==> config.mk <==
export PLATFORM = sky130hd
export DESIGN_NAME = eth_ip_l4_header_parser_unit
export DESIGN_NICKNAME = d
export VERILOG_FILES = /design/src/rtl/eihp_pkg.sv /design/src/rtl/eihp_front.sv /design/src/rtl/eihp_queue.sv /design/src/rtl/eihp_back.sv /design/src/rtl/eth_ip_l4_header_parser_unit.sv
export SDC_FILE = /design/constraint.sdc
export NUM_CORES = 1
export LEC_CHECK = 0
export BUFFER_PORTS_ARGS = -buffer_cell sky130_fd_sc_hd__buf_2
export CAP_MARGIN = 0
export CORE_UTILIZATION = 25
export CTS_CLUSTER_SIZE = 30
export DETAILED_ROUTE_END_ITERATION = 6
export HOLD_SLACK_MARGIN = 0.12
export SETUP_SLACK_MARGIN = 0.5
export SKIP_LAST_GASP = 1
export SLEW_MARGIN = 30
export SYNTH_ARGS = -nofsm -noshare
export SYNTH_HDL_FRONTEND = slang
export SYNTH_HIERARCHICAL = 1
export SYNTH_SLANG_ARGS = --single-unit
==> constraint.sdc <==
create_clock -name i_clk -period 9.34 [get_ports i_clk]
set_input_delay 1.868 -clock i_clk [delete_from_list [all_inputs] [get_ports i_clk]]
set_output_delay 1.868 -clock i_clk [all_outputs]
set_load 0.01 [all_outputs]
==> src/rtl/eihp_pkg.sv <==
// ----------------------------------------------------------------------------
// eihp_pkg
// Shared types and constants for the Ethernet/IP/L4 header parser.
// ----------------------------------------------------------------------------
`default_nettype none

package eihp_pkg;

    // Default limit of the byte counter and depth of the summary queue.
    localparam int DEF_MAX_FRAME_BYTES = 16383;
    localparam int DEF_QUEUE_DEPTH     = 4;

    // Fixed output widths.
    localparam int SIZE_W     = 14;
    localparam int SIZE_MAX   = 16383;
    localparam int OUT_DATA_W = 112;
    localparam int OUT_USER_W = 4;

    // Ethertypes.
    localparam logic [15:0] ETH_IPV4 = 16'h0800;
    localparam logic [15:0] ETH_IPV6 = 16'h86DD;
    localparam logic [15:0] ETH_ARP  = 16'h0806;

    // IP protocol numbers.
    localparam logic [7:0] PROTO_TCP    = 8'd6;
    localparam logic [7:0] PROTO_UDP    = 8'd17;
    localparam logic [7:0] PROTO_ICMPV6 = 8'd58;

    // Packet class codes.
    localparam logic [2:0] CLS_UNKNOWN = 3'd0;
    localparam logic [2:0] CLS_IPV4    = 3'd1;
    localparam logic [2:0] CLS_IPV6    = 3'd2;
    localparam logic [2:0] CLS_ARP     = 3'd3;
    localparam logic [2:0] CLS_ICMPV6  = 3'd4;

    // Network layer codes.
    localparam logic [1:0] NET_NONE = 2'd0;
    localparam logic [1:0] NET_IPV4 = 2'd1;
    localparam logic [1:0] NET_IPV6 = 2'd2;

    // Transport layer codes.
    localparam logic [1:0] TRN_NONE = 2'd0;
    localparam logic [1:0] TRN_TCP  = 2'd1;
    localparam logic [1:0] TRN_UDP  = 2'd2;

    // Header fields captured from one frame.
    typedef struct packed {
        logic [15:0] ethertype;
        logic [7:0]  ver_len;
        logic [7:0]  protocol;
        logic [31:0] ports;        // source port in the upper half
        logic [15:0] tcp_off_flags; // data offset byte high, flags byte low
    } t_hdr_fields;

endpackage

`default_nettype wire

==> src/rtl/eihp_front.sv <==
// ----------------------------------------------------------------------------
// eihp_front
// Byte counter and fixed-offset field capture; pushes one record per frame.
// ----------------------------------------------------------------------------
`default_nettype none

module eihp_front
    import eihp_pkg::*;
#(
    parameter int MAX_FRAME_BYTES = DEF_MAX_FRAME_BYTES,
    parameter int CW              = $clog2(MAX_FRAME_BYTES + 1)
) (
    input  wire logic          i_clk,
    input  wire logic          i_rst_n,
    input  wire logic          i_accept,
    input  wire logic [7:0]    i_data,
    input  wire logic          i_last,
    output logic               o_push,
    output logic [CW-1:0]      o_count,
    output t_hdr_fields        o_fields
);

    localparam int OFFW = 7;

    logic [CW-1:0] r_byte_index, n_byte_index;
    t_hdr_fields   r_cap, n_cap, cap;
    logic [OFFW-1:0] toff;
    logic            toff_ok;
    logic [CW-1:0]   pos;
    logic [CW-1:0]   cnt_inc;

    always_comb begin
        pos     = r_byte_index;
        cap     = r_cap;
        toff_ok = (r_cap.ethertype == ETH_IPV4) || (r_cap.ethertype == ETH_IPV6);
        if (r_cap.ethertype == ETH_IPV4) begin
            toff = OFFW'(14) + {1'b0, r_cap.ver_len[3:0], 2'b00};
        end else begin
            toff = OFFW'(54);
        end

        if (pos == CW'(12)) begin
            cap.ethertype = {i_data, 8'h00};
        end else if (pos == CW'(13)) begin
            cap.ethertype = {r_cap.ethertype[15:8], i_data};
        end else if (pos == CW'(14)) begin
            cap.ver_len = i_data;
        end

        if ((r_cap.ethertype == ETH_IPV4 && pos == CW'(23)) ||
            (r_cap.ethertype == ETH_IPV6 && pos == CW'(20))) begin
            cap.protocol = i_data;
        end

        if (pos >= CW'(15) && toff_ok) begin
            if (pos >= CW'(toff) && pos < CW'(toff + OFFW'(4))) begin
                cap.ports = {r_cap.ports[23:0], i_data};
            end else if (pos == CW'(toff + OFFW'(12))) begin
                cap.tcp_off_flags = {i_data, r_cap.tcp_off_flags[7:0]};
            end else if (pos == CW'(toff + OFFW'(13))) begin
                cap.tcp_off_flags = {r_cap.tcp_off_flags[15:8], i_data};
            end
        end

        if (r_byte_index < CW'(MAX_FRAME_BYTES)) begin
            cnt_inc = r_byte_index + CW'(1);
        end else begin
            cnt_inc = r_byte_index;
        end

        n_cap        = r_cap;
        n_byte_index = r_byte_index;
        if (i_accept) begin
            if (i_last) begin
                n_cap        = '0;
                n_byte_index = '0;
            end else begin
                n_cap        = cap;
                n_byte_index = cnt_inc;
            end
        end
    end

    assign o_push   = i_accept && i_last;
    assign o_count  = cnt_inc;
    assign o_fields = cap;

    always_ff @(posedge i_clk) begin
        if (!i_rst_n) begin
            r_byte_index <= '0;
            r_cap        <= '0;
        end else begin
            r_byte_index <= n_byte_index;
            r_cap        <= n_cap;
        end
    end

endmodule

`default_nettype wire

==> src/rtl/eihp_queue.sv <==
// ----------------------------------------------------------------------------
// eihp_queue
// Small register queue of per-frame records between capture and decode.
// ----------------------------------------------------------------------------
`default_nettype none

module eihp_queue
    import eihp_pkg::*;
#(
    parameter int DEPTH = DEF_QUEUE_DEPTH,
    parameter int WIDTH = 8
) (
    input  wire logic             i_clk,
    input  wire logic             i_rst_n,
    input  wire logic             i_push,
    input  wire logic [WIDTH-1:0] i_data,
    output logic                  o_full,
    output logic                  o_valid,
    input  wire logic             i_pop,
    output logic [WIDTH-1:0]      o_data
);

    localparam int PW = (DEPTH > 1) ? $clog2(DEPTH) : 1;
    localparam int NW = $clog2(DEPTH + 1);

    logic [WIDTH-1:0] r_mem [DEPTH];
    logic [PW-1:0]    r_wr_ptr, n_wr_ptr;
    logic [PW-1:0]    r_rd_ptr, n_rd_ptr;
    logic [NW-1:0]    r_count, n_count;
    logic             do_push, do_pop;

    assign o_full  = (r_count == NW'(DEPTH));
    assign o_valid = (r_count != '0);
    assign o_data  = r_mem[r_rd_ptr];
    assign do_push = i_push && !o_full;
    assign do_pop  = i_pop && o_valid;

    always_comb begin
        n_wr_ptr = r_wr_ptr;
        n_rd_ptr = r_rd_ptr;
        n_count  = r_count;
        if (do_push) begin
            n_wr_ptr = (r_wr_ptr == PW'(DEPTH - 1)) ? '0 : r_wr_ptr + PW'(1);
        end
        if (do_pop) begin
            n_rd_ptr = (r_rd_ptr == PW'(DEPTH - 1)) ? '0 : r_rd_ptr + PW'(1);
        end
        if (do_push && !do_pop) begin
            n_count = r_count + NW'(1);
        end else if (do_pop && !do_push) begin
            n_count = r_count - NW'(1);
        end
    end

    always_ff @(posedge i_clk) begin
        if (do_push) begin
            r_mem[r_wr_ptr] <= i_data;
        end
    end

    always_ff @(posedge i_clk) begin
        if (!i_rst_n) begin
            r_wr_ptr <= '0;
            r_rd_ptr <= '0;
            r_count  <= '0;
        end else begin
            r_wr_ptr <= n_wr_ptr;
            r_rd_ptr <= n_rd_ptr;
            r_count  <= n_count;
        end
    end

    // A push into a full queue would drop a frame summary.
    a_no_overflow: assert property (@(posedge i_clk) disable iff (!i_rst_n)
        i_push |-> !o_full)
        else $error("summary queue overflow");

    // Occupancy moves by the net of push and pop.
    a_count_track: assert property (@(posedge i_clk) disable iff (!i_rst_n)
        (do_push && !do_pop) |=> r_count == $past(r_count) + NW'(1))
        else $error("queue count did not follow a push");

    a_count_bound: assert property (@(posedge i_clk) disable iff (!i_rst_n)
        r_count <= NW'(DEPTH))
        else $error("queue count beyond depth");

endmodule

`default_nettype wire

==> src/rtl/eihp_back.sv <==
// ----------------------------------------------------------------------------
// eihp_back
// Decodes one captured frame record into the summary and holds it for output.
// ----------------------------------------------------------------------------
`default_nettype none

module eihp_back
    import eihp_pkg::*;
#(
    parameter int MAX_FRAME_BYTES = DEF_MAX_FRAME_BYTES,
    parameter int CW              = $clog2(MAX_FRAME_BYTES + 1)
) (
    input  wire logic                  i_clk,
    input  wire logic                  i_rst_n,
    input  wire logic                  i_valid,
    input  wire logic [CW-1:0]         i_count,
    input  wire t_hdr_fields           i_fields,
    output logic                       o_pop,
    output logic                       o_tvalid,
    input  wire logic                  i_tready,
    output logic [OUT_DATA_W-1:0]      o_tdata,
    output logic [OUT_USER_W-1:0]      o_tuser
);

    localparam int AW = ((CW > SIZE_W) ? CW : SIZE_W) + 1;

    logic [AW-1:0] total, ip_end, hdr, diff;
    logic [3:0]    ver, ihl, doff;
    logic [2:0]    cls;
    logic [1:0]    net, trn;
    logic [7:0]    proto, flags;
    logic [15:0]   sport, dport;
    logic          malformed;

    logic             r_valid;
    logic             r_malformed;
    logic [2:0]       r_cls;
    logic [15:0]      r_ethertype;
    logic [1:0]       r_net, r_trn;
    logic [7:0]       r_proto, r_flags;
    logic [15:0]      r_sport, r_dport;
    logic [SIZE_W-1:0] r_hdr_bytes, r_pay_bytes, r_frame_bytes;
    logic [SIZE_W-1:0] hdr_bytes, pay_bytes, frame_bytes;
    logic [15:0]      ethertype;

    always_comb begin
        total     = AW'(i_count);
        ver       = i_fields.ver_len[7:4];
        ihl       = i_fields.ver_len[3:0];
        doff      = i_fields.tcp_off_flags[15:12];
        malformed = (total < AW'(14));
        cls       = CLS_UNKNOWN;
        net       = NET_NONE;
        trn       = TRN_NONE;
        proto     = '0;
        flags     = '0;
        sport     = '0;
        dport     = '0;
        hdr       = AW'(14);
        ip_end    = '0;

        if (i_fields.ethertype == ETH_IPV4) begin
            cls = CLS_IPV4;
        end else if (i_fields.ethertype == ETH_IPV6) begin
            cls = CLS_IPV6;
        end else if (i_fields.ethertype == ETH_ARP) begin
            cls = CLS_ARP;
        end

        if (cls == CLS_IPV4 && total >= AW'(34) && ver == 4'd4 && ihl >= 4'd5) begin
            net    = NET_IPV4;
            ip_end = AW'(14) + AW'({ihl, 2'b00});
        end else if (cls == CLS_IPV6 && total >= AW'(54) && ver == 4'd6) begin
            net    = NET_IPV6;
            ip_end = AW'(54);
        end

        if (net != NET_NONE) begin
            proto = i_fields.protocol;
            hdr   = ip_end;
            if (ip_end < total) begin
                if (proto == PROTO_TCP && ip_end + AW'(20) <= total) begin
                    trn   = TRN_TCP;
                    flags = i_fields.tcp_off_flags[7:0];
                    hdr   = ip_end + AW'({doff, 2'b00});
                end else if (proto == PROTO_UDP && ip_end + AW'(8) <= total) begin
                    trn = TRN_UDP;
                    hdr = ip_end + AW'(8);
                end else if (net == NET_IPV6 && proto == PROTO_ICMPV6) begin
                    cls = CLS_ICMPV6;
                end
            end
            if (trn != TRN_NONE) begin
                sport = i_fields.ports[31:16];
                dport = i_fields.ports[15:0];
            end
        end

        diff        = (total > hdr) ? total - hdr : '0;
        hdr_bytes   = (hdr > AW'(SIZE_MAX)) ? SIZE_W'(SIZE_MAX) : hdr[SIZE_W-1:0];
        pay_bytes   = (diff > AW'(SIZE_MAX)) ? SIZE_W'(SIZE_MAX) : diff[SIZE_W-1:0];
        frame_bytes = (total > AW'(SIZE_MAX)) ? SIZE_W'(SIZE_MAX) : total[SIZE_W-1:0];
        ethertype   = i_fields.ethertype;

        // A short frame reports only the malformed flag.
        if (malformed) begin
            cls         = CLS_UNKNOWN;
            ethertype   = '0;
            net         = NET_NONE;
            trn         = TRN_NONE;
            proto       = '0;
            sport       = '0;
            dport       = '0;
            flags       = '0;
            hdr_bytes   = '0;
            pay_bytes   = '0;
            frame_bytes = '0;
        end
    end

    assign o_pop = i_valid && (!r_valid || i_tready);

    always_ff @(posedge i_clk) begin
        if (!i_rst_n) begin
            r_valid <= 1'b0;
        end else if (o_pop) begin
            r_valid <= 1'b1;
        end else if (i_tready) begin
            r_valid <= 1'b0;
        end
    end

    always_ff @(posedge i_clk) begin
        if (o_pop) begin
            r_malformed   <= malformed;
            r_cls         <= cls;
            r_ethertype   <= ethertype;
            r_net         <= net;
            r_trn         <= trn;
            r_proto       <= proto;
            r_sport       <= sport;
            r_dport       <= dport;
            r_flags       <= flags;
            r_hdr_bytes   <= hdr_bytes;
            r_pay_bytes   <= pay_bytes;
            r_frame_bytes <= frame_bytes;
        end
    end

    assign o_tvalid = r_valid;
    assign o_tuser  = {r_cls, r_malformed};
    assign o_tdata  = {2'b00, r_frame_bytes, r_pay_bytes, r_hdr_bytes, r_flags,
                       r_dport, r_sport, r_proto, r_trn, r_net, r_ethertype};

    // A malformed summary carries no decoded content.
    a_malformed_empty: assert property (@(posedge i_clk) disable iff (!i_rst_n)
        (r_valid && r_malformed) |-> (r_frame_bytes == '0 && r_net == NET_NONE &&
                                      r_cls == CLS_UNKNOWN))
        else $error("malformed summary with decoded fields");

    // Transport decode needs a valid network header underneath.
    a_trn_needs_net: assert property (@(posedge i_clk) disable iff (!i_rst_n)
        (r_valid && r_trn != TRN_NONE) |-> r_net != NET_NONE)
        else $error("transport decoded without network layer");

    // Flags are only reported for TCP.
    a_flags_tcp: assert property (@(posedge i_clk) disable iff (!i_rst_n)
        (r_valid && r_flags != '0) |-> r_trn == TRN_TCP)
        else $error("tcp flags reported for a non-tcp frame");

endmodule

`default_nettype wire

==> src/rtl/eth_ip_l4_header_parser_unit.sv <==
// The last byte's record is queued, then decoded into the output register for the master side.
// Throughput: one byte per cycle sustained; frames may follow each other back to back.
// The slave side stalls only while the four-entry queue of pending frame summaries is full.
// Reset: synchronous, active low; clears the byte counter, captured fields, queue and output valid.
// ----------------------------------------------------------------------------
// eth_ip_l4_header_parser_unit
// Byte-stream Ethernet/IPv4/IPv6/TCP/UDP header parser with one summary per frame.
// ----------------------------------------------------------------------------
`default_nettype none

module eth_ip_l4_header_parser_unit
    import eihp_pkg::*;
#(
    // Saturation limit of the frame byte counter (64 to 65535).
    parameter int MAX_FRAME_BYTES = DEF_MAX_FRAME_BYTES,
    // Number of frame summaries that may wait between capture and decode.
    parameter int QUEUE_DEPTH     = DEF_QUEUE_DEPTH
) (
    input  wire logic                  i_clk,
    input  wire logic                  i_rst_n,
    // Slave side: one frame byte per transfer.
    input  wire logic                  s_axis_tvalid,
    output logic                       s_axis_tready,
    input  wire logic [7:0]            s_axis_tdata,  // [7:0] data_byte
    input  wire logic                  s_axis_tlast,  // last_byte
    // Master side: one summary per frame.
    output logic                       m_axis_tvalid,
    input  wire logic                  m_axis_tready,
    // [15:0] ethertype, [17:16] network_layer, [19:18] transport_layer,
    // [27:20] ip_protocol, [43:28] source_port, [59:44] destination_port,
    // [67:60] tcp_flag_bits, [81:68] header_bytes, [95:82] payload_bytes,
    // [109:96] frame_bytes, [111:110] zero
    output logic [OUT_DATA_W-1:0]      m_axis_tdata,
    // [0] malformed, [3:1] packet_class
    output logic [OUT_USER_W-1:0]      m_axis_tuser
);

    // The front counts bytes and captures header fields at fixed offsets as
    // they stream by. On the last byte it pushes the captured record and the
    // saturated byte count into a short queue. The back pops records, decodes
    // the protocol layers and sizes, and holds the summary in an output
    // register until the downstream side takes it. The queue lets the byte
    // stream keep flowing while a summary waits on a stalled master side.

    localparam int CW = $clog2(MAX_FRAME_BYTES + 1);
    localparam int RW = CW + $bits(t_hdr_fields);

    logic            accept;
    logic            push;
    logic [CW-1:0]   front_count;
    t_hdr_fields     front_fields;
    logic            q_full;
    logic            q_valid;
    logic            q_pop;
    logic [RW-1:0]   q_rd_data;
    logic [CW-1:0]   back_count;
    t_hdr_fields     back_fields;

    assign s_axis_tready = !q_full;
    assign accept        = s_axis_tvalid && s_axis_tready;

    eihp_front #(
        .MAX_FRAME_BYTES (MAX_FRAME_BYTES),
        .CW              (CW)
    ) u_front (
        .i_clk    (i_clk),
        .i_rst_n  (i_rst_n),
        .i_accept (accept),
        .i_data   (s_axis_tdata),
        .i_last   (s_axis_tlast),
        .o_push   (push),
        .o_count  (front_count),
        .o_fields (front_fields)
    );

    eihp_queue #(
        .DEPTH (QUEUE_DEPTH),
        .WIDTH (RW)
    ) u_queue (
        .i_clk   (i_clk),
        .i_rst_n (i_rst_n),
        .i_push  (push),
        .i_data  ({front_count, front_fields}),
        .o_full  (q_full),
        .o_valid (q_valid),
        .i_pop   (q_pop),
        .o_data  (q_rd_data)
    );

    assign back_count  = q_rd_data[RW-1 -: CW];
    assign back_fields = q_rd_data[$bits(t_hdr_fields)-1:0];

    eihp_back #(
        .MAX_FRAME_BYTES (MAX_FRAME_BYTES),
        .CW              (CW)
    ) u_back (
        .i_clk    (i_clk),
        .i_rst_n  (i_rst_n),
        .i_valid  (q_valid),
        .i_count  (back_count),
        .i_fields (back_fields),
        .o_pop    (q_pop),
        .o_tvalid (m_axis_tvalid),
        .i_tready (m_axis_tready),
        .o_tdata  (m_axis_tdata),
        .o_tuser  (m_axis_tuser)
    );

endmodule

`default_nettype wire

; ---- Word-level counts from Yosys, hierarchy flattened
; Memory sizes are Yosys's and may differ from the RTL's. A register that Yosys moved wholly into a read port is not among the register bits.
; Cells that the tools add are included.
[totals]
n_memories = 1
ram_bits = 376
in_bits = 13
regBits = 216
[op_classes]
addsub = 14
eq_ne = 23
n_lt_le_gt_ge = 14
muxes = 48
reduce_logical = 34
n_bitwise = 4
[mem_list]
columns = name, words, word_bits, read_ports, rd_ports_with_merged_regs, write_ports, line
row1 = u_queue.r_mem, 4, 94, 1, 1, 1, eihp_queue.sv:26  ; logic [WIDTH-1:0] r_mem [DEPTH];
[op_table]
columns = operator, count
row1 = $mux 15, 6
row2 = $mux 80, 1
row3 = $mux 14, 4
row4 = $eq 16x12->1 const B, 3
row5 = $mux 16, 3
row6 = $mux 48, 1
row7 = $mux 8, 6
row8 = $eq 14x4->1 const B, 3
row9 = $eq 16x16->1 const B, 2
row10 = $mux 32, 1
row11 = $gt 15x14->1 const B, 2
row12 = $le 15x14->1, 2
row13 = $eq 14x14->1, 2
row14 = $eq 14x5->1 const B, 2
row15 = $ge 14x6->1 const B, 2
row16 = $mux 3, 9
row17 = $mux 2, 11
row18 = $logic_and 1x1->1, 19
row19 = $add 7x4->8 const B, 2
row20 = $add 15x4->15 const B, 1
row21 = $add 15x5->15 const B, 1
row22 = $add 15x6->15, 1
row23 = $gt 14x15->1, 1
row24 = $lt 15x14->1, 1
row25 = other kinds (32), 51

; ---- Longest topological paths before layout
; Gate-level depths: netlist (run 1).
[logic_depth]
ltp_word = 20
depth_mapped = 32

; ---- Cells and area by module
; The synthesis (run 1) kept the hierarchy.
[by_module_without_submodules]
columns = module, area_each_um2, cells_each, seq_area_each_um2, instances
row1 = eihp_queue, 14103.5, 542, 11471.0, 1
row2 = eihp_front, 5924.4, 670, 1881.8, 1
row3 = eihp_back, 5714.2, 462, 3233.1, 1
row4 = eth_ip_l4_header_parser_unit, 10.0, 2, 0.0, 1

; ---- Worst setup path after synthesis (run 1)
; OpenSTA, ideal clock, no wires.
[synth_timing]
path_type = in2reg
start = input port m_axis_tready
end = register u_queue.r_count[2]
arrival_ns = 8.759
stages = 9
setup_ns = 0.076
t_required_ns = 9.264
slack_ns = 0.505
cell_sequence = nor2b_1 nor2b_1 o31ai_1 ha_1 inv_1 fa_1 xor2_1 or3_1 a21boi_0
[synth_between]
elab_chain_len = 6
word_cells_on_any_way = 8
cone_classes = 1 x mux / 7 x reduce/logical
[synth_lines]
columns = item, line
row1 = start: declaration, eth_ip_l4_header_parser_unit.sv:28  ; input wire logic m_axis_tready,
row2 = $logic_or 1x1->1 (*), eihp_back.sv:121  ; assign o_pop = i_valid && (!r_valid || i_tready);
row3 = $logic_and 1x1->1 (*), eihp_back.sv:121
row4 = named net q_pop, eth_ip_l4_header_parser_unit.sv:54  ; logic q_pop;
row5 = $logic_and 1x1->1 (*), eihp_queue.sv:36  ; assign do_pop = i_pop && o_valid;
row6 = $logic_not 1->1, eihp_queue.sv:48  ; if (do_push && !do_pop) begin
row7 = $logic_and 1x1->1, eihp_queue.sv:48
row8 = $mux 3 / $reduce_bool 2->1 (equally long branches), --
row9 = end signal: assignment, eihp_queue.sv:69  ; r_count <= n_count;
row10 = end: declaration, eihp_queue.sv:29  ; logic [NW-1:0] r_count, n_count;
; The timed path passes the listed nets; every way through them passes the cells marked *.
; A chain may end at the register's enable or synchronous reset.

==> summary.txt, run 1 <==
Clock tree
  • Worst skew pair latency: 0.64 ns
  • CTS HTree Levels: 2
  • Cts bufs inserted: 57
  • # resized after CTS: 0
  • Clock buffer depth: 3
  • Number of hold buffers added after CTS: 0
  • Post-CTS setup buffers: 0
  • Clk slew on worst S/H paths: 0.06 ns
  • Root Buffer: clkbuf_16
  • CTS tree: done
  • CTS sink count: 567

Timing
  • Final clock skew: 0.0221 ns
  • Tightest hold margin: 0.478 ns
  • Final worst-path cycle share: 87.2%
  • Slew @ Worst Pin: 0.926 ns
  • Slew Limit Fails: 0
  • Setup_tns: 0 ns
  • Rel. slew slack: 38.1%
  • Tmin final: 8.14 ns
  • Final hold vios: 0
  • Fmax: 123 MHz
  • Final setup violation count: 0
  • RSZ-0062 raised after global routing: no

Detailed routing
  • DRT antenna net count: 0
  • Pre-antenna DRT Iters: 5
  • Vias per inst: 4.64
  • Drt initial violations: 1110
  • # DRC: 0
  • Routed wire length: 60800 µm
  • Routed WL per cell: 19.8 µm
  • Vias: 14235

Global routing
  • GR Util All Layers: 11.8%
  • Global route overflow: 0
  • Largest net degree at the start of global routing: 73
  • Global-route wire length before repair: 92200 µm
  • Number of global-route vias before repair: 14593
  • Antenna violations before repair: 6

Setup path
  • Crit path max fanout: 21
  • CP Class: register to register
  • Worst path arrival time: 8.61 ns
  • Crit-path max cell delay: 0.76 ns
  • Worst EP required: 9.80 ns
  • Worst setup EP type: register
  • Slowest stage cell, crit path: a2111oi_0
  • Worst setup SP type: register

Final layout
  • Fillers: 9752
  • Layout cells sized above 1: 24.8%
  • Post-route cell area: 28900 µm²
  • ANT cells: 0
  • Multi-input logic area: 8200 µm²
  • Area growth syn-to-layout: 15.8%
  • Final #Nets: 1806
  • FF/Latch Area: 16000 µm²

Pwr
  • VDD IR-drop max: 0.000150 V
  • Power Density: 240 nW/µm²
  • Post-layout power: 6930 µW
  • Static leakage: 0.0101 µW

Floorplanning
  • Initial Utilization: 25.3%
  • Core Rows: 115
  • Core area: 98600 µm²
  • Top-Level Pins: 131
  • Die Span X: 318 µm
  • Die Y: 318 µm
  • Die area: 101000 µm²

Logic synthesis
  • Syn Area/Cell: 15.3 µm²
  • Post-Syn Area: 24900 µm²
  • Number of synthesis warnings: 6
  • Synth Instances: 1628

Run
  • Max-cap violations: 0

Min path
  • Worst Hold Class: register to register

Run status
  • Status: finished, final reports clean

Placed design
  • GPL Wtd Cong: 0.847
  • DP Area: 26800 µm²
  • HPWL Detailed: 40000 µm
  • PortBufs: 121
## metal layers
layer  GRT usage [%]  up-vias  part of all wire (%)
li1                -     6479                     -
met1            14.8     7324                    42
met4            3.80        8                   2.5
met5               0        -                 0.081
met3            2.08       93                   4.6
met2            20.6      331                    50
## cells in the final DEF (no fill, tap or decap), types with 10 or more instances in the layout
cell type,instances
bufinv_16,10
mux2_2,42
ha_1,57
mux2i_1,12
nand2b_1,13
mux2_4,30
or3_1,12
mux4_2,90
edfxtp_1,467
nand3_1,26
a22oi_1,34
xor2_1,15
o21ai_0,39
a31oi_1,11
inv_1,49
xnor2_1,19
nand2_1,51
conb_1,10
clkbuf_16,57
buf_4,19
and2_1,72
nor2b_1,22
nor2_1,104
nor3_1,13
dfxtp_1,98
a21oi_1,41
buf_2,121
nand4_1,14
a32o_1,32
## state kept, by name (all words and copies together) (netlist names), named ones only
name / flops
u_back/o_tvalid: 1
u_back/r_cls: 3
u_back/r_dport: 16
u_back/r_ethertype: 16
u_back/r_flags: 8
u_back/r_frame_bytes: 14
u_back/r_hdr_bytes: 7
u_back/r_malformed: 1
u_back/r_net: 2
u_back/r_pay_bytes: 14
u_back/r_proto: 8
u_back/r_sport: 16
u_back/r_trn: 2
u_front/pos: 14
u_front/r_cap: 76
u_queue/r_count: 3
u_queue/r_mem: 360
u_queue/r_rd_ptr: 2
u_queue/r_wr_ptr: 2
## final timing paths
kind	cells after the start	to	slack, ns	start
setup / recovery	26	u_back/r_pay_bytes[4]$_SDFFCE_PP0P_	1.20	register
hold reg to reg	1	u_front/r_cap[42]$_SDFFE_PN0P_	0.48	u_front/r_cap[42]$_SDFFE_PN0P_
hold / removal	1	u_front/r_cap[42]$_SDFFE_PN0P_	0.48	u_front/r_cap[42]$_SDFFE_PN0P_
setup reg to reg	26	u_back/r_pay_bytes[4]$_SDFFCE_PP0P_	1.20	register
## layout make-up
type | instances | area share, %
multi-input cells | 912 | 28.4
inverters | 51 | 0.663
flip-flops and latches | 567 | 55.5
clock inverters | 44 | 2.00
repair buffers | 144 | 2.89
well taps | 1287 | 5.57
clock buffers | 62 | 5.00
## metrics by stage
stage / worst slack (ns) / instances / util [%]
5_1_grt: 0.670 / 3067 / 29.3
3_5_place_dp: 1.23 / 2960 / 27.2
6_report: 1.20 / 3067 / 29.3
4_1_cts: 1.21 / 3066 / 29.3
3_3_place_gp: 1.39 / 2959 / 27.2
2_1_floorplan: 0.505 / 1636 / -
## critical path: cells and delay by family (launching register included)
family | cells | cell delay (ns)
DFF | 1 | 0.63
xor gates and xnor gates | 1 | 0.14
muxes | 2 | 0.85
AOI/OAI and AO/OA | 8 | 2.61
adders and majority gates | 3 | 0.75
and+or+nand+nor | 10 | 2.68
buffers and inverters | 2 | 0.30
## where the power goes
part	total [µW]	internal [µW]	switching [µW]	leakage (µW)
sequential	3210	3100	108	0.00529
clock	2440	1420	1020	0.000961
combinational	1280	476	804	0.00381
Note: power is estimated with default switching activity, not from simulation.
==> run 2, diff against run 1 <==
==> constraint.sdc (replaced) <==
create_clock -name i_clk -period 9.34 [get_ports i_clk]
set_input_delay 2.335 -clock i_clk [delete_from_list [all_inputs] [get_ports i_clk]]
set_output_delay 2.335 -clock i_clk [all_outputs]
set_load 0.01 [all_outputs]
==> summary.txt, run 2 (synthesized netlist as in run 1, its figures left out) <==
Run status
  • Status: finished, final reports clean (unchanged)

Floorplanning
  • Die Span X: 318 µm (unchanged)
  • Initial Utilization: 25.3% (unchanged)
  • Die area: 101000 µm² (unchanged)
  • Core Rows: 115 (unchanged)
  • Die Y: 318 µm (unchanged)
  • Core area: 98600 µm² (unchanged)
  • Top-Level Pins: 131 (unchanged)

Setup path
  • CP delay by family, top: compound AO/OA/AOI/OAI gates (was simple AND/OR/NAND/NOR gates)
  • CP bufs+invs: 2 (unchanged)
  • Most common cell on crit path: ha_1
  • R2R cell count: 25 (was 26)
  • R2r endpoint: u_back/r_pay_bytes[2]$_SDFFCE_PP0P_ (was u_back/r_pay_bytes[4]$_SDFFCE_PP0P_)
  • Worst setup EP type: register (unchanged)
  • Reg2reg setup slack: 1.22 ns (was 1.20 ns)
  • Crit-path max cell delay: 0.76 ns (about the same)
  • Worst setup SP type: register (unchanged)
  • CP Class: register to register (unchanged)
  • Slowest stage cell, crit path: a2111oi_0 (unchanged)
  • Worst path arrival time: 8.57 ns (was 8.61 ns)
  • Worst EP required: 9.80 ns (about the same)
  • Crit path max fanout: 25 (was 21)

Final layout
  • Final #Nets: 1803 (was 1806)
  • Most common cell after layout, fill and taps aside: edfxtp_1 (unchanged)
  • Max FFs per register: 360 (unchanged)
  • Largest regs: u_queue/r_mem (360), u_front/r_cap (76) (unchanged)
  • Final core utilization: 29.2% (was 29.3%)
  • Layout cells sized above 1: 24.7% (was 24.8%)
  • Area growth syn-to-layout: 15.4% (was 15.8%)
  • Most flops, register: u_queue/r_mem (unchanged)
  • Post-route cell area: 28800 µm² (was 28900 µm²)
  • Fillers: 9713 (was 9752)
  • Commonest cells after routing, fill and taps aside: edfxtp_1 (467), buf_2 (121), nor2_1 (104) (unchanged)

Timing
  • Slew Limit Fails: 0 (unchanged)
  • Tmin final: 8.12 ns (was 8.14 ns)
  • Final hold vios: 0 (unchanged)
  • Final setup violation count: 0 (unchanged)
  • Worst setup margin: 1.22 ns (was 1.20 ns)
  • Final clock skew: 0.0247 ns (was 0.0221 ns)
  • RSZ-0062 raised after global routing: no (unchanged)
  • Fmax: 123 MHz (about the same)
  • Slew @ Worst Pin: 0.917 ns (was 0.926 ns)
  • Setup_tns: 0 ns (unchanged)
  • Rel. slew slack: 38.9% (was 38.1%)
  • Tightest hold margin: 0.473 ns (was 0.478 ns)
  • Final worst-path cycle share: 86.9% (was 87.2%)

Global routing
  • Number of global-route vias before repair: 14646 (was 14593)
  • Antenna violations before repair: 7 (was 6)
  • Met1 usage: 14.6% (was 14.8%)
  • Most Crowded Layer GR: met2 (unchanged)
  • Global-route wire length before repair: 91900 µm (was 92200 µm)
  • M3 GR Usage: 2.11% (was 2.08%)
  • Global route overflow: 0 (unchanged)
  • Largest net degree at the start of global routing: 72 (was 73)
  • GRT met2 Usage: 20.7% (was 20.6%)
  • GR Util All Layers: 11.8% (about the same)

Run
  • Max-cap violations: 0 (unchanged)

Clock tree
  • # resized after CTS: 0 (unchanged)
  • CTS HTree Levels: 2 (unchanged)
  • Root Buffer: clkbuf_16 (unchanged)
  • Worst skew pair latency: 0.63 ns (was 0.64 ns)
  • Post-CTS setup buffers: 0 (unchanged)
  • CTS sink count: 567 (unchanged)
  • CTS tree: done (unchanged)
  • Cts bufs inserted: 56 (was 57)
  • Clk slew on worst S/H paths: 0.06 ns (about the same)
  • Number of hold buffers added after CTS: 0 (unchanged)
  • Clock buffer depth: 3 (unchanged)

Min path
  • Hold Path End: u_front/r_cap[40]$_SDFFE_PN0P_ (was u_front/r_cap[42]$_SDFFE_PN0P_)
  • Worst Hold Launch: u_front/r_cap[40]$_SDFFE_PN0P_ (was u_front/r_cap[42]$_SDFFE_PN0P_)
  • WHS Path Cells: 1 (unchanged)
  • Worst Hold Class: register to register (unchanged)

Detailed routing
  • Vias: 14212 (was 14235)
  • DRT antenna net count: 0 (unchanged)
  • Drt initial violations: 952 (was 1110)
  • # DRC: 0 (unchanged)
  • Routed WL per cell: 19.9 µm (was 19.8 µm)
  • Routed wire length: 61100 µm (was 60800 µm)
  • Vias per inst: 4.64 (about the same)
  • Pre-antenna DRT Iters: 5 (unchanged)

Placed design
  • HPWL Detailed: 39700 µm (was 40000 µm)
  • Dpl ws: 1.27 ns (was 1.23 ns)
  • GPL Wtd Cong: 0.803 (was 0.847)
  • DP Area: 26800 µm² (about the same)
  • PortBufs: 121 (unchanged)

Pwr
  • Static leakage: 0.0100 µW (was 0.0101 µW)
  • VDD IR-drop max: 0.000166 V (was 0.000150 V)
  • Power Density: 238 nW/µm² (was 240 nW/µm²)
run 2: worst max-delay path by stage:
stage               startpoint                                    to  slack [ns]  depth (start not counted)
floorplan             register  u_back/r_pay_bytes[10]$_SDFFCE_PP0P_        2.34                         29
global placement      register   u_back/r_pay_bytes[0]$_SDFFCE_PP0P_        1.43                         26
detailed placement    register   u_back/r_pay_bytes[2]$_SDFFCE_PP0P_        1.27                         25
CTS                   register   u_back/r_pay_bytes[2]$_SDFFCE_PP0P_        1.22                         25
global route          register   u_back/r_pay_bytes[2]$_SDFFCE_PP0P_        0.62                         25
finish                register   u_back/r_pay_bytes[2]$_SDFFCE_PP0P_        1.22                         25
run 2: where the power goes:
part | internal (µW) | switching (µW)
registers | 3110 | 110
logic | 470 | 802
clock network | 1360 | 1010
total | 4930 | 1920
run 2: layout make-up:
| type | instances | area (µm²) | share of cell area [%] |
|---|---|---|---|
| flip-flops and latches | 567 | 16000 | 55.7 |
| multi-input cells | 912 | 8200 | 28.5 |
| well taps | 1287 | 1610 | 5.59 |
| clock buffers | 67 | 1490 | 5.18 |
| repair buffers | 142 | 783 | 2.72 |
| clock inverters | 39 | 479 | 1.66 |
| inverters | 51 | 191 | 0.665 |
| diodes | 1 | 2.50 | 0.00869 |
run 2: metal layers:
| metal | vias to the layer above | wire length [µm] | part of all wire [%] |
|---|---|---|---|
| li1 | 6480 | - | - |
| met1 | 7257 | 25600 | 42 |
| met2 | 380 | 30600 | 50 |
| met3 | 89 | 3080 | 5.0 |
| met4 | 6 | 1760 | 2.9 |
| met5 | - | 41 | 0.067 |
run 2: per-stage QoR:
step | instances | power (µW)
after floorplan | 1636 | 4130
after global placement | 2958 | 4550
after detailed placement | 2959 | 4580
after CTS | 3065 | 6970
after global routing | 3066 | 7150
final | 3066 | 6860
==> run 3, diff against run 2 <==
--- a/config.mk
+++ b/config.mk
@@ -11,6 +11,7 @@
 export CTS_CLUSTER_SIZE = 30
 export DETAILED_ROUTE_END_ITERATION = 6
 export HOLD_SLACK_MARGIN = 0.12
+export PLACE_DENSITY = 0.39
 export SETUP_SLACK_MARGIN = 0.5
 export SKIP_LAST_GASP = 1
 export SLEW_MARGIN = 30
==> summary.txt, run 3 (synthesized netlist as in run 1, its figures left out) <==
Setup path
  • CP Class: register to register (unchanged)
  • Worst path arrival time: 8.54 ns (was 8.57 ns)
  • R2r endpoint: u_back/r_pay_bytes[3]$_SDFFCE_PP0P_ (was u_back/r_pay_bytes[2]$_SDFFCE_PP0P_)
  • Reg2reg setup slack: 1.25 ns (was 1.22 ns)
  • Worst setup EP type: register (unchanged)
  • Worst EP required: 9.79 ns (was 9.80 ns)
  • R2R cell count: 25 (unchanged)
  • CP Capture Point: u_back/r_pay_bytes[3]$_SDFFCE_PP0P_ (was u_back/r_pay_bytes[2]$_SDFFCE_PP0P_)
  • Worst setup SP type: register (unchanged)
  • Crit path max fanout: 14 (was 25)

Detailed routing
  • Top sig layer: met5 (unchanged)
  • Routed wire length: 66200 µm (was 61100 µm)
  • DRT antenna net count: 0 (unchanged)
  • Pre-antenna DRT Iters: 6 (was 5)
  • Routed WL per cell: 21.4 µm (was 19.9 µm)
  • Post-Route M1 WL: 30700 µm (was 25600 µm)
  • Metal2 WL: 31200 µm (was 30600 µm)
  • # DRC: 0 (unchanged)
  • Met3 routed WL: 2510 µm (was 3080 µm)
  • Drt initial violations: 807 (was 952)
  • Vias: 14243 (was 14212)
  • Vias per inst: 4.61 (was 4.64)

Timing
  • Setup_tns: 0 ns (unchanged)
  • Fmax: 124 MHz (was 123 MHz)
  • Final clock skew: 0.0285 ns (was 0.0247 ns)
  • Slew @ Worst Pin: 0.930 ns (was 0.917 ns)
  • Final worst-path cycle share: 86.7% (was 86.9%)
  • RSZ-0062 raised after global routing: no (unchanged)
  • Final hold vios: 0 (unchanged)
  • Slew Limit Fails: 0 (unchanged)
  • Final setup violation count: 0 (unchanged)
  • Tmin final: 8.09 ns (was 8.12 ns)
  • Rel. slew slack: 37.8% (was 38.9%)

Final layout
  • Area growth syn-to-layout: 16.7% (was 15.4%)
  • Post-route cell area: 29100 µm² (was 28800 µm²)
  • Fillers: 9768 (was 9713)
  • Max FFs per register: 360 (unchanged)
  • Final #Nets: 1820 (was 1803)
  • Multi-input logic area: 8190 µm² (was 8200 µm²)
  • FF/Latch Area: 16000 µm² (unchanged)
  • Commonest cells after routing, fill and taps aside: edfxtp_1 (467), buf_2 (121), nor2_1 (104) (unchanged)
  • Largest regs: u_queue/r_mem (360), u_front/r_cap (76) (unchanged)
  • Layout cells sized above 1: 25.3% (was 24.7%)
  • Most flops, register: u_queue/r_mem (unchanged)
  • Most common cell after layout, fill and taps aside: edfxtp_1 (unchanged)

Floorplanning
  • Core area: 98600 µm² (unchanged)
  • Die area: 101000 µm² (unchanged)
  • Die Span X: 318 µm (unchanged)
  • Top-Level Pins: 131 (unchanged)
  • Initial Utilization: 25.3% (unchanged)
  • Die Y: 318 µm (unchanged)
  • Core Rows: 115 (unchanged)

Placed design
  • PortBufs: 121 (unchanged)
  • GPL Wtd Cong: 0.802 (was 0.803)
  • DP Area: 26800 µm² (about the same)
  • HPWL Detailed: 41200 µm (was 39700 µm)

Global routing
  • Antenna violations before repair: 3 (was 7)
  • GR Util All Layers: 13.0% (was 11.8%)
  • Global-route wire length before repair: 98200 µm (was 91900 µm)
  • Largest net degree at the start of global routing: 66 (was 72)
  • Global route overflow: 0 (unchanged)
  • Number of global-route vias before repair: 14796 (was 14646)

Clock tree
  • # resized after CTS: 0 (unchanged)
  • Worst skew pair latency: 0.61 ns (was 0.63 ns)
  • Root Buffer: clkbuf_16 (unchanged)
  • CTS tree: done (unchanged)
  • Clk slew on worst S/H paths: 0.06 ns (about the same)
  • CTS sink count: 567 (unchanged)
  • Clock buffer depth: 3 (unchanged)
  • Cts bufs inserted: 67 (was 56)
  • CTS HTree Levels: 3 (was 2)

Run
  • Max-cap violations: 0 (unchanged)

Run status
  • Status: finished, final reports clean (unchanged)

Pwr
  • Static leakage: 0.0102 µW (was 0.0100 µW)
  • VDD IR-drop max: 0.000121 V (was 0.000166 V)
  • Power Density: 245 nW/µm² (was 238 nW/µm²)

Min path
  • Worst Hold Class: register to register (unchanged)
run 3: cell types whose count changed in the layout (fill, tap and decap cells not counted), sizes merged:
cell,previous run,this run
buf,142,148
bufinv,7,5
clkinv,18,25
clkbuf,67,87
clkinvlp,7,2
inv,58,53
run 3: metal layers:
| layer | track usage [%] | vias up |
|---|---|---|
| met5 | 0 | - |
| met4 | 4.83 | 4 |
| met3 | 2.08 | 96 |
| met2 | 21.1 | 302 |
| met1 | 17.3 | 7319 |
| li1 | - | 6522 |
run 3: how the worst min path moves through the flow:
stage,cells after the start,from,to
2_1_floorplan,1,u_front/r_cap[47]$_SDFFE_PN0P_,u_front/r_cap[47]$_SDFFE_PN0P_
3_3_place_gp,1,u_front/r_cap[47]$_SDFFE_PN0P_,u_front/r_cap[47]$_SDFFE_PN0P_
3_5_place_dp,1,u_front/r_cap[47]$_SDFFE_PN0P_,u_front/r_cap[47]$_SDFFE_PN0P_
4_1_cts,1,u_front/r_cap[47]$_SDFFE_PN0P_,u_front/r_cap[47]$_SDFFE_PN0P_
5_1_grt,1,u_front/r_cap[47]$_SDFFE_PN0P_,u_front/r_cap[47]$_SDFFE_PN0P_
6_report,1,u_front/r_cap[47]$_SDFFE_PN0P_,u_front/r_cap[47]$_SDFFE_PN0P_
run 3: where the power goes:
group,internal (µW),switching [µW]
sequential,3110,104
clock,1550,1040
combinational,479,833
total,5140,1980
run 3: area by class of cell:
cell class / instances / share of cell area (%)
flip-flops and latches: 567 / 55.1
repair buffers: 148 / 3.07
inverters: 51 / 0.657
clock inverters: 34 / 1.16
multi-input cells: 912 / 28.1
diodes: 1 / 0.00859
well taps: 1287 / 5.53
clock buffers: 87 / 6.40
run 3: worst max-delay path, stage by stage (launching register included):
cell and delay (ns):
dfxtp_4 0.59, mux4_2 0.61, or4_1 0.70, nor3_4 0.47, nand3_2 0.20, nand3_4 0.18
o21a_1 0.25, inv_1 0.16, ha_1 0.23, inv_1 0.12, xnor2_1 0.14, ha_1 0.27
a211oi_1 0.26, nor2_1 0.08, o311ai_0 0.36, nand4_1 0.48, o2bb2a_1 0.48, nor2_1 0.09
o21a_1 0.13, ha_1 0.26, a21o_1 0.20, a21o_1 0.19, a2111oi_0 0.74, or2_2 0.27
nand2_1 0.20, a21oi_1 0.24
run 3: repair_timing:
item,CTS,global route
hold buffers,0,0
buffers inserted,0,1
endpoints found under the setup margin,0,13
run 3: metrics by stage:
step	util (%)	hold slack [ns]	total power (µW)	setup WS, ns	cells
after floorplan	-	0.436	4130	2.34	1636
after global placement	27.2	0.443	4610	1.16	2960
after detailed placement	27.2	0.457	4610	0.977	2961
after CTS	29.4	0.470	7270	0.942	3082
after global routing	29.5	0.481	7480	0.580	3086
final	29.5	0.464	7120	1.25	3087
